### config.mk
export PLATFORM = sky130hd
export DESIGN_NAME = owner_tagged_resource_table_flat
export DESIGN_NICKNAME = d
export VERILOG_FILES = /design/src/ott_pkg.sv /design/src/ott_req_if.sv /design/src/ott_rsp_if.sv /design/src/ott_ram.sv /design/src/ott_datapath.sv /design/src/ott_ctrl.sv /design/src/owner_tagged_resource_table.sv /design/src/flat_wrapper.sv
export SDC_FILE = /design/constraint.sdc
export NUM_CORES = 2
export LEC_CHECK = 0
export BUFFER_PORTS_ARGS = -buffer_cell sky130_fd_sc_hd__buf_2
export CORE_MARGIN = 2
export CORE_UTILIZATION = 30
export CTS_BUF_LIST = sky130_fd_sc_hd__clkbuf_16
export CTS_CLUSTER_SIZE = 28
export DETAILED_ROUTE_END_ITERATION = 8
export GPL_TIMING_DRIVEN = 0
export PLACE_DENSITY = 0.5
export SETUP_SLACK_MARGIN = 0.1
export SLEW_MARGIN = 15
export SYNTH_ARGS = -nofsm -noshare
export SYNTH_HDL_FRONTEND = slang
export SYNTH_SLANG_ARGS = --single-unit
### constraint.sdc
create_clock -name clock -period 4.96 [get_ports clock]
set_input_delay 0.496 -clock clock [delete_from_list [all_inputs] [get_ports clock]]
set_output_delay 0.496 -clock clock [all_outputs]
set_load 0.03 [all_outputs]
### src/ott_pkg.sv
// -----------------------------------------------------------------------------
// ott_pkg
// Types and constants shared by the owner tagged resource table.
// -----------------------------------------------------------------------------
`default_nettype none

package ott_pkg;

   localparam int ITEM_W  = 16;
   localparam int KIND_W  = 3;
   localparam int OWNER_W = 8;

   typedef enum logic [1:0] {
      OP_ADD    = 2'd0,
      OP_REMOVE = 2'd1,
      OP_QUERY  = 2'd2,
      OP_CLEAR  = 2'd3
   } ott_op_type;

   typedef enum logic [1:0] {
      ADD_NONE    = 2'd0,
      ADD_STORED  = 2'd1,
      ADD_PRESENT = 2'd2,
      ADD_FULL    = 2'd3
   } ott_add_status_type;

   typedef struct packed {
      logic [ITEM_W-1:0]  item;
      logic [KIND_W-1:0]  kind;
      logic [OWNER_W-1:0] owner;
   } ott_entry_type;

   typedef enum logic [2:0] {
      ST_IDLE,
      ST_SCAN,
      ST_DRAIN,
      ST_COMMIT,
      ST_RESP
   } ott_state_type;

   // controller to datapath
   typedef struct packed {
      logic load_req;
      logic scan_rd;
      logic commit;
      logic load_rsp;
   } ott_cmd_type;

   // datapath to controller
   typedef struct packed {
      logic rd_last;
      logic rsp_free;
   } ott_sts_type;

endpackage

`default_nettype wire

### src/ott_req_if.sv
// -----------------------------------------------------------------------------
// ott_req_if
// Request channel: operation, item, kind and owner with valid/ready.
// -----------------------------------------------------------------------------
`default_nettype none

interface ott_req_if;
   logic                        valid;
   logic                        ready;
   logic [1:0]                  req_type;
   logic [ott_pkg::ITEM_W-1:0]  item_id;
   logic [ott_pkg::KIND_W-1:0]  resource_kind;
   logic [ott_pkg::OWNER_W-1:0] owner_id;

   modport source (output valid, req_type, item_id, resource_kind, owner_id,
                   input ready);
   modport sink   (input valid, req_type, item_id, resource_kind, owner_id,
                   output ready);
endinterface

`default_nettype wire

### src/ott_rsp_if.sv
// -----------------------------------------------------------------------------
// ott_rsp_if
// Response channel: answer bit and add status with valid/ready.
// -----------------------------------------------------------------------------
`default_nettype none

interface ott_rsp_if;
   logic       valid;
   logic       ready;
   logic       answer;
   logic [1:0] add_status;

   modport source (output valid, answer, add_status, input ready);
   modport sink   (input valid, answer, add_status, output ready);
endinterface

`default_nettype wire

### src/ott_ram.sv
// -----------------------------------------------------------------------------
// ott_ram
// Generic single write port, single read port RAM with registered read data.
// -----------------------------------------------------------------------------
`default_nettype none

module ott_ram #(
   parameter int WIDTH = 27,
   parameter int DEPTH = 64,
   parameter int AW    = (DEPTH > 1) ? $clog2(DEPTH) : 1
) (
   input  wire logic             clock,
   input  wire logic             we,
   input  wire logic [AW-1:0]    waddr,
   input  wire logic [WIDTH-1:0] wdata,
   input  wire logic             re,
   input  wire logic [AW-1:0]    raddr,
   output logic      [WIDTH-1:0] rdata
);

   logic [WIDTH-1:0] mem [DEPTH];
   logic [WIDTH-1:0] rdata_ff;

   always_ff @(posedge clock) begin
      if (we) begin
         mem[waddr] <= wdata;
      end
      if (re) begin
         rdata_ff <= mem[raddr];
      end
   end

   assign rdata = rdata_ff;

endmodule

`default_nettype wire

### src/ott_datapath.sv
// -----------------------------------------------------------------------------
// ott_datapath
// Entry RAM, valid flags, scan address, compare stage, result accumulators
// and the response register.
// -----------------------------------------------------------------------------
`default_nettype none

module ott_datapath #(
   parameter int TABLE_ENTRIES = 64
) (
   input  wire logic                        clock,
   input  wire logic                        reset,
   input  wire ott_pkg::ott_cmd_type        cmd,
   output ott_pkg::ott_sts_type             sts,
   input  wire logic [1:0]                  req_type,
   input  wire logic [ott_pkg::ITEM_W-1:0]  item_id,
   input  wire logic [ott_pkg::KIND_W-1:0]  resource_kind,
   input  wire logic [ott_pkg::OWNER_W-1:0] owner_id,
   output logic                             rsp_valid,
   input  wire logic                        rsp_ready,
   output logic                             rsp_answer,
   output logic [1:0]                       rsp_add_status
);

   localparam int IDX_W = (TABLE_ENTRIES > 1) ? $clog2(TABLE_ENTRIES) : 1;
   localparam logic [IDX_W-1:0] LAST_IDX = IDX_W'(TABLE_ENTRIES - 1);
   localparam int ENTRY_W = $bits(ott_pkg::ott_entry_type);

   // latched request
   ott_pkg::ott_op_type          op_ff;
   ott_pkg::ott_entry_type       key_ff;

   // scan pipeline
   logic [IDX_W-1:0]             rd_addr_ff;
   logic [IDX_W-1:0]             cmp_idx_ff;
   logic                         cmp_valid_ff;
   logic                         cmp_used_ff;
   logic [ENTRY_W-1:0]           rd_data;
   ott_pkg::ott_entry_type       rd_entry;

   logic [TABLE_ENTRIES-1:0]     valid_ff;
   logic [TABLE_ENTRIES-1:0]     valid_in;

   // accumulators
   logic                         dup_ff;
   logic                         found_ff;
   logic                         others_ff;
   logic                         free_found_ff;
   logic [IDX_W-1:0]             free_idx_ff;
   logic                         hit_found_ff;
   logic [IDX_W-1:0]             hit_idx_ff;

   logic                         key_match;
   logic                         owner_match;
   logic                         kind_nonzero;
   logic                         ram_we;

   // response
   logic                         rsp_valid_ff;
   logic                         answer_ff;
   ott_pkg::ott_add_status_type  add_status_ff;
   logic                         answer_in;
   ott_pkg::ott_add_status_type  add_status_in;

   always_ff @(posedge clock) begin
      if (cmd.load_req) begin
         op_ff       <= ott_pkg::ott_op_type'(req_type);
         key_ff.item  <= item_id;
         key_ff.kind  <= resource_kind;
         key_ff.owner <= owner_id;
      end
   end

   assign kind_nonzero = (key_ff.kind != '0);

   always_ff @(posedge clock) begin
      if (reset) begin
         rd_addr_ff   <= '0;
         cmp_valid_ff <= 1'b0;
      end else begin
         cmp_valid_ff <= cmd.scan_rd;
         if (cmd.load_req) begin
            rd_addr_ff <= '0;
         end else if (cmd.scan_rd) begin
            rd_addr_ff <= rd_addr_ff + 1'b1;
         end
      end
   end

   always_ff @(posedge clock) begin
      if (cmd.scan_rd) begin
         cmp_idx_ff  <= rd_addr_ff;
         cmp_used_ff <= valid_ff[rd_addr_ff];
      end
   end

   assign sts.rd_last = cmd.scan_rd && (rd_addr_ff == LAST_IDX);

   assign ram_we = cmd.commit && (op_ff == ott_pkg::OP_ADD) && kind_nonzero
                   && !dup_ff && free_found_ff;

   ott_ram #(
      .WIDTH (ENTRY_W),
      .DEPTH (TABLE_ENTRIES),
      .AW    (IDX_W)
   ) u_ram (
      .clock (clock),
      .we    (ram_we),
      .waddr (free_idx_ff),
      .wdata (key_ff),
      .re    (cmd.scan_rd),
      .raddr (rd_addr_ff),
      .rdata (rd_data)
   );

   assign rd_entry    = ott_pkg::ott_entry_type'(rd_data);
   assign key_match   = cmp_used_ff && (rd_entry.item == key_ff.item)
                        && (rd_entry.kind == key_ff.kind);
   assign owner_match = (rd_entry.owner == key_ff.owner);

   // ascending scan, so the last free or own entry seen is the highest one
   always_ff @(posedge clock) begin
      if (reset || cmd.load_req) begin
         dup_ff        <= 1'b0;
         found_ff      <= 1'b0;
         others_ff     <= 1'b0;
         free_found_ff <= 1'b0;
         free_idx_ff   <= '0;
         hit_found_ff  <= 1'b0;
         hit_idx_ff    <= '0;
      end else if (cmp_valid_ff) begin
         if (!cmp_used_ff) begin
            free_found_ff <= 1'b1;
            free_idx_ff   <= cmp_idx_ff;
         end
         if (key_match) begin
            found_ff <= 1'b1;
            if (owner_match) begin
               dup_ff       <= 1'b1;
               hit_found_ff <= 1'b1;
               hit_idx_ff   <= cmp_idx_ff;
            end else begin
               others_ff <= 1'b1;
            end
         end
      end
   end

   always_comb begin
      valid_in = valid_ff;
      if (cmd.commit) begin
         case (op_ff)
            ott_pkg::OP_CLEAR: valid_in = '0;
            ott_pkg::OP_ADD: begin
               if (ram_we) begin
                  valid_in[free_idx_ff] = 1'b1;
               end
            end
            ott_pkg::OP_REMOVE: begin
               if (hit_found_ff) begin
                  valid_in[hit_idx_ff] = 1'b0;
               end
            end
            default: valid_in = valid_ff;
         endcase
      end
   end

   always_ff @(posedge clock) begin
      if (reset) begin
         valid_ff <= '0;
      end else begin
         valid_ff <= valid_in;
      end
   end

   always_comb begin
      answer_in     = 1'b0;
      add_status_in = ott_pkg::ADD_NONE;
      case (op_ff)
         ott_pkg::OP_REMOVE: answer_in = !others_ff;
         ott_pkg::OP_QUERY:  answer_in = found_ff;
         ott_pkg::OP_ADD: begin
            if (!kind_nonzero) begin
               add_status_in = ott_pkg::ADD_NONE;
            end else if (dup_ff) begin
               add_status_in = ott_pkg::ADD_PRESENT;
            end else if (free_found_ff) begin
               add_status_in = ott_pkg::ADD_STORED;
            end else begin
               add_status_in = ott_pkg::ADD_FULL;
            end
         end
         default: answer_in = 1'b0;
      endcase
   end

   assign sts.rsp_free = !rsp_valid_ff || rsp_ready;

   always_ff @(posedge clock) begin
      if (reset) begin
         rsp_valid_ff <= 1'b0;
      end else if (cmd.load_rsp) begin
         rsp_valid_ff <= 1'b1;
      end else if (rsp_ready) begin
         rsp_valid_ff <= 1'b0;
      end
   end

   always_ff @(posedge clock) begin
      if (cmd.load_rsp) begin
         answer_ff     <= answer_in;
         add_status_ff <= add_status_in;
      end
   end

   assign rsp_valid      = rsp_valid_ff;
   assign rsp_answer     = answer_ff;
   assign rsp_add_status = add_status_ff;

   // a store never lands on an entry in use
   a_store_into_free: assert property (@(posedge clock) disable iff (reset)
      ram_we |-> !valid_ff[free_idx_ff])
      else $error("add writes an occupied entry");

   // a remove with an own entry leaves that entry empty
   a_remove_frees: assert property (@(posedge clock) disable iff (reset)
      (cmd.commit && (op_ff == ott_pkg::OP_REMOVE) && hit_found_ff)
      |=> !valid_ff[$past(hit_idx_ff)])
      else $error("removed entry still marked in use");

endmodule

`default_nettype wire

### src/ott_ctrl.sv
// -----------------------------------------------------------------------------
// ott_ctrl
// Sequencer for one request: accept, scan the table, update, respond.
// -----------------------------------------------------------------------------
`default_nettype none

module ott_ctrl (
   input  wire logic                 clock,
   input  wire logic                 reset,
   input  wire logic                 req_valid,
   output logic                      req_ready,
   output ott_pkg::ott_cmd_type      cmd,
   input  wire ott_pkg::ott_sts_type sts
);

   ott_pkg::ott_state_type state_ff;
   ott_pkg::ott_state_type state_in;

   always_ff @(posedge clock) begin
      if (reset) begin
         state_ff <= ott_pkg::ST_IDLE;
      end else begin
         state_ff <= state_in;
      end
   end

   always_comb begin
      state_in = state_ff;
      unique case (state_ff)
         ott_pkg::ST_IDLE: begin
            if (req_valid) begin
               state_in = ott_pkg::ST_SCAN;
            end
         end
         ott_pkg::ST_SCAN: begin
            if (sts.rd_last) begin
               state_in = ott_pkg::ST_DRAIN;
            end
         end
         ott_pkg::ST_DRAIN:  state_in = ott_pkg::ST_COMMIT;
         ott_pkg::ST_COMMIT: state_in = ott_pkg::ST_RESP;
         ott_pkg::ST_RESP: begin
            if (sts.rsp_free) begin
               state_in = ott_pkg::ST_IDLE;
            end
         end
         default: state_in = ott_pkg::ST_IDLE;
      endcase
   end

   always_comb begin
      req_ready    = 1'b0;
      cmd          = '0;
      unique case (state_ff)
         ott_pkg::ST_IDLE: begin
            req_ready    = 1'b1;
            cmd.load_req = req_valid;
         end
         ott_pkg::ST_SCAN:   cmd.scan_rd  = 1'b1;
         ott_pkg::ST_DRAIN:  cmd          = '0;
         ott_pkg::ST_COMMIT: cmd.commit   = 1'b1;
         ott_pkg::ST_RESP:   cmd.load_rsp = sts.rsp_free;
         default:            cmd          = '0;
      endcase
   end

   // the response register is only loaded once the previous transfer left
   a_rsp_no_overwrite: assert property (@(posedge clock) disable iff (reset)
      cmd.load_rsp |-> sts.rsp_free)
      else $error("response loaded over a pending transfer");

endmodule

`default_nettype wire

### src/owner_tagged_resource_table.sv
// -----------------------------------------------------------------------------
// owner_tagged_resource_table
// Table of (item, kind, owner) entries with add, remove, query and clear.
// -----------------------------------------------------------------------------
// Every request is served by a scan that reads the entry RAM one entry per
// cycle, then a drain, a commit and the loading of the response register;
// one request is in flight at a time, and a finished response waits in an
// output register while the next request is accepted. Occupancy lives in
// one flag per entry, all cleared together at reset and by clear, so there
// is no clearing pass. Add takes the highest free slot, remove frees the
// highest own matching slot, and kind zero never matches.
// -----------------------------------------------------------------------------
`default_nettype none

module owner_tagged_resource_table #(
   parameter int TABLE_ENTRIES = 64
) (
   input  wire logic  clock,
   input  wire logic  reset,
   ott_req_if.sink    req_chan,
   ott_rsp_if.source  rsp_chan
);

   ott_pkg::ott_cmd_type cmd;
   ott_pkg::ott_sts_type sts;

   ott_ctrl u_ctrl (
      .clock     (clock),
      .reset     (reset),
      .req_valid (req_chan.valid),
      .req_ready (req_chan.ready),
      .cmd       (cmd),
      .sts       (sts)
   );

   ott_datapath #(
      .TABLE_ENTRIES (TABLE_ENTRIES)
   ) u_datapath (
      .clock          (clock),
      .reset          (reset),
      .cmd            (cmd),
      .sts            (sts),
      .req_type       (req_chan.req_type),
      .item_id        (req_chan.item_id),
      .resource_kind  (req_chan.resource_kind),
      .owner_id       (req_chan.owner_id),
      .rsp_valid      (rsp_chan.valid),
      .rsp_ready      (rsp_chan.ready),
      .rsp_answer     (rsp_chan.answer),
      .rsp_add_status (rsp_chan.add_status)
   );

endmodule

`default_nettype wire

### src/flat_wrapper.sv
// flat-port wrapper written by rule: the top's interface ports become plain ports
module owner_tagged_resource_table_flat 
#(
   parameter int TABLE_ENTRIES = 64
)
  (clock, reset, req_chan_valid, req_chan_req_type, req_chan_item_id, req_chan_resource_kind, req_chan_owner_id, req_chan_ready, rsp_chan_valid, rsp_chan_answer, rsp_chan_add_status, rsp_chan_ready);
  ott_req_if req_chan_i ();
  ott_rsp_if rsp_chan_i ();
  input  wire logic clock;
  input  wire logic reset;
  input wire logic [$bits(req_chan_i.valid)-1:0] req_chan_valid;
  input wire logic [$bits(req_chan_i.req_type)-1:0] req_chan_req_type;
  input wire logic [$bits(req_chan_i.item_id)-1:0] req_chan_item_id;
  input wire logic [$bits(req_chan_i.resource_kind)-1:0] req_chan_resource_kind;
  input wire logic [$bits(req_chan_i.owner_id)-1:0] req_chan_owner_id;
  output wire logic [$bits(req_chan_i.ready)-1:0] req_chan_ready;
  output wire logic [$bits(rsp_chan_i.valid)-1:0] rsp_chan_valid;
  output wire logic [$bits(rsp_chan_i.answer)-1:0] rsp_chan_answer;
  output wire logic [$bits(rsp_chan_i.add_status)-1:0] rsp_chan_add_status;
  input wire logic [$bits(rsp_chan_i.ready)-1:0] rsp_chan_ready;
  assign req_chan_i.valid = req_chan_valid;
  assign req_chan_i.req_type = req_chan_req_type;
  assign req_chan_i.item_id = req_chan_item_id;
  assign req_chan_i.resource_kind = req_chan_resource_kind;
  assign req_chan_i.owner_id = req_chan_owner_id;
  assign req_chan_ready = req_chan_i.ready;
  assign rsp_chan_valid = rsp_chan_i.valid;
  assign rsp_chan_answer = rsp_chan_i.answer;
  assign rsp_chan_add_status = rsp_chan_i.add_status;
  assign rsp_chan_i.ready = rsp_chan_ready;
  owner_tagged_resource_table #(.TABLE_ENTRIES(TABLE_ENTRIES)) u_core (.clock(clock), .reset(reset), .req_chan(req_chan_i), .rsp_chan(rsp_chan_i));
endmodule
==> flow_summary.yaml <==
worst_hold_path:
  hold_depth: 4
  hp-class: "input port to flip-flop"
  hp-start: "rsp_chan_ready"
  holdPathEnd: "u_core.u_ctrl.state_ff[2]"
global_route:
  grt_usage_pct: 16.7
  grt_start_max_net_pins: 28
  use_met2_pct: 25.2
  grt_first_pass_wirelength_um: 292000
  met1_usage_pct: 24.2
  busiest_layer: "met2"
  antenna_found_initial: 7
  first_global_vias: 37100
  grt_overflow_total: 0
  use_met3_pct: 2.84
critical_path:
  r2r_slack_ps: 490
  critical-path-slowest-cell: "a21oi_1"
  cpPeakStageDelay_ps: 630
  arrival_ps: 4960
  regToRegStartpoint: "u_core.u_datapath.rd_addr_ff[2]"
  cp_cell_sequence: "buf_2 > buf_2 > buf_2 > mux4_2 > mux2i_1 > o22ai_1 > a21oi_1 > o31ai_1"
  critPathKind: "flip-flop to flip-flop"
  crit_fanout: 10
  cp-end-kind: "flip-flop"
  cp.required_ps: 5450
  cp-start-kind: "flip-flop"
  reg2regPathDepth: 8
  path_common_cell: "buf_2"
  r2r_end: "u_core.u_datapath.u_ram.rdata[2]"
timing:
  report.final.slew_viol_count: 0
  skew_ps: 37.7
  timing.fmax_mhz: 224
  setup_violations: 0
  relSlewSlack_pct: 9.74
  period_needed_ps: 4470
  post-route-period-util_pct: 90.1
  rsz0062_at_grt: "false"
  worst_slew_pin_slew_ps: 1350
  holdWs_ps: 76.4
  fin_tns_setup_ps: 0
  report.final.hold_viol_count: 0
power_and_ir_drop:
  power_frac_seq_pct: 54.2
  vdd_drop_max_mv: 0.309
  p_int_uw: 25600
  p_sw_share_pct: 21.2
  power_frac_comb_pct: 3.6
  switchingPower_uw: 6860
  power_density_mw_per_mm2: 372
  p_leak_uw: 0.0263
  p_clk_share_pct: 42.2
yosys:
  yosys_warnings: 0
  synth_seq_cells: 1885
  synthCells: 3536
  ys_async_sr_fraction_pct: 0
  netlist_area_sq_mm: 0.0730
  avgSynthCellArea_sq_um: 20.6
  syn_nets: 3573
  seq_area_frac_synth_pct: 76.3
  synth-edff-count: 1794
  synth_ff_type: "edfxtp_1"
  synth_cell_types: 53
cts:
  cts-root-buf: "clkbuf_16"
  cts_tree: "done"
  cts_setup_buffers: 0
  htreeDepth: 4
  numClockSinks: 1885
  max-clock-path-buffers: 3
  cts_buffers: 191
  ctsResizeCount: 0
  clk_latency_ps: 840
  clk_pin_slew_ps: 70
detailed_routing:
  viasPerCell: 5.09
  drt-wirelength-per-cell_um: 28.6
  drc: 0
  dr.first_iter.drc_count: 4001
  firstDrtPassIters: 6
  routed_wl_um: 209000
  num_vias: 37300
  drtAntennaViolNets: 0
die:
  core_area_sq_mm: 0.243
  row_count: 181
  fp.dieH_um: 497
  fp.dieArea_sq_mm: 0.247
  boundaryPins: 38
  start_util_pct: 30.1
  die_w_um: 497
status:
  status: "finished clean"
layout:
  final_layout_size_suffix_gt1_share_pct: 25.6
  fillers: 22300
  finalNonFillerCells: 7314
  areaGrowthSynthToFinish_pct: 19.3
  layout.nets: 3994
placement:
  io_buffer_count: 36
  dp_hpwl_um: 144000
  place_inst: 6937
  gp_congestion: 0.931
flow_run:
  cap_violations: 0
## kinds of logic (layout without fill, tap and decap cells)
kind of cell    after synthesis  after routing  synth area share [%]
flops                      1885           1885                  76.3
mux                         618            618                  15.3
compound gates              421            421                  4.12
simple gates                365            365                  2.27
buf+inv                     211            786                  1.55
xor+xnor                     32             32                 0.384
fa+ha+maj                     4              4                0.0686
other cells                   0              1                     0
## cells in the final DEF, fill, tap and decap left out, types with 22 or more instances in the layout
master         instances
edfxtp_1            1794
mux4_2               374
mux2i_1              217
clkbuf_16            196
a22oi_1              121
nand2_1              111
buf_2                105
nor2_1               104
dfxtp_1               91
clkbuf_1              82
buf_8                 69
nor2_4                64
o21ai_0               64
inv_1                 59
o22ai_1               56
a211oi_1              54
buf_16                49
buf_12                40
clkinv_1              40
clkinv_2              35
buf_4                 33
a211o_1               29
dlygate4sd3_1         29
o221ai_1              28
xor2_1                25
a21oi_1               22
## per-layer routing
layer	routed length, um	up-vias
li1	-	15600
met1	93700	20100
met2	94700	1310
met3	13800	261
met4	7280	0
met5	0	-
## critical path: cells and delay by family (launching register included)
family	cells	cell delay [ps]
muxes	2	790
AOI/OAI and AO/OA	3	1250
DFF	1	540
buffers and inverters	3	1510
## area by class of cell
type | count | area (sq um) | area share, %
sequential | 1885 | 55700 | 63.9
multi-input combinational | 1440 | 16700 | 19.2
clock buffer | 196 | 4900 | 5.63
tap | 3202 | 4010 | 4.60
timing repair buffer | 228 | 3660 | 4.20
buffer | 206 | 1110 | 1.28
clock inverter | 151 | 993 | 1.14
inverter | 5 | 18.8 | 0.0215
antenna | 1 | 2.50 | 0.00287
## worst max path at each step
| stage | start | end | slack [ps] |
|---|---|---|---|
| after floorplan | u_core.u_datapath.key_ff[8] | u_core.u_datapath.u_ram.mem[59][0] | 1310 |
| after global placement | u_core.u_datapath.key_ff[10] | u_core.u_datapath.u_ram.mem[4][19] | -2360 |
| after detailed placement | u_core.u_datapath.rd_addr_ff[2] | u_core.u_datapath.u_ram.rdata[2] | 650 |
| after CTS | u_core.u_datapath.rd_addr_ff[2] | u_core.u_datapath.u_ram.rdata[2] | 680 |
| after global routing | u_core.u_datapath.rd_addr_ff[2] | u_core.u_datapath.u_ram.rdata[2] | 490 |
| final | u_core.u_datapath.rd_addr_ff[2] | u_core.u_datapath.u_ram.rdata[2] | 490 |
## repair_timing
action / CTS / global route
hold buffers: 29 / 0
endpoints found under the hold margin: 29 / 0
setup endpoints to repair: 0 / 0
## power groups by stage
stage          Sequential (uW)  Combinational, uW  Clock [uW]
6_report                 17600               1170       13700
3_5_place_dp             17900               1160           0
3_3_place_gp             18200                699           0
2_1_floorplan            18000                451           0
5_1_grt                  17600               1230       14600
4_1_cts                  17600               1180       14000
## synth_stat cells, types with 28 or more instances
cell | n | area, sq um
buf_2 | 68 | 340
nand2_1 | 112 | 420
clkbuf_1 | 84 | 315
mux2i_1 | 217 | 2170
edfxtp_1 | 1794 | 53900
o221ai_1 | 28 | 245
a22oi_1 | 121 | 908
o22ai_1 | 56 | 350
mux4_2 | 374 | 8420
a211o_1 | 29 | 254
o21ai_0 | 64 | 320
nor2_1 | 168 | 631
a211oi_1 | 64 | 480
dfxtp_1 | 91 | 1820
## sequential cells by signal, indices dropped and copies added (netlist names)
name	count
u_core.u_datapath.cmp_idx_ff	6
u_core.u_datapath.cmp_used_ff	1
u_core.u_datapath.rd_addr_ff	6
u_core.u_datapath.others_ff	1
u_core.u_datapath.hit_found_ff	1
u_core.u_datapath.found_ff	1
u_core.u_datapath.key_ff	27
u_core.u_datapath.rsp_add_status	2
u_core.u_datapath.hit_idx_ff	6
u_core.u_datapath.u_ram.rdata	27
u_core.u_datapath.op_ff	2
u_core.u_ctrl.state_ff	3
u_core.u_datapath.free_idx_ff	6
u_core.u_datapath.valid_ff	64
u_core.u_datapath.rsp_answer	1
u_core.u_datapath.free_found_ff	1
u_core.u_datapath.cmp_valid_ff	1
u_core.u_datapath.u_ram.mem	1728
u_core.u_datapath.rsp_valid	1
## per-stage QoR
step | utilization, % | total power (uW) | setup WS [ps] | cell area (sq um)
after floorplan | - | 18400 | 1310 | 73000
after global placement | 31.8 | 18900 | -2360 | 77200
after detailed placement | 33.4 | 19100 | 650 | 80900
after CTS | 35.9 | 32700 | 679 | 87100
after global routing | 35.9 | 33400 | 489 | 87100
final | 35.9 | 32400 | 493 | 87100
Power figures use the tool's default switching activity.
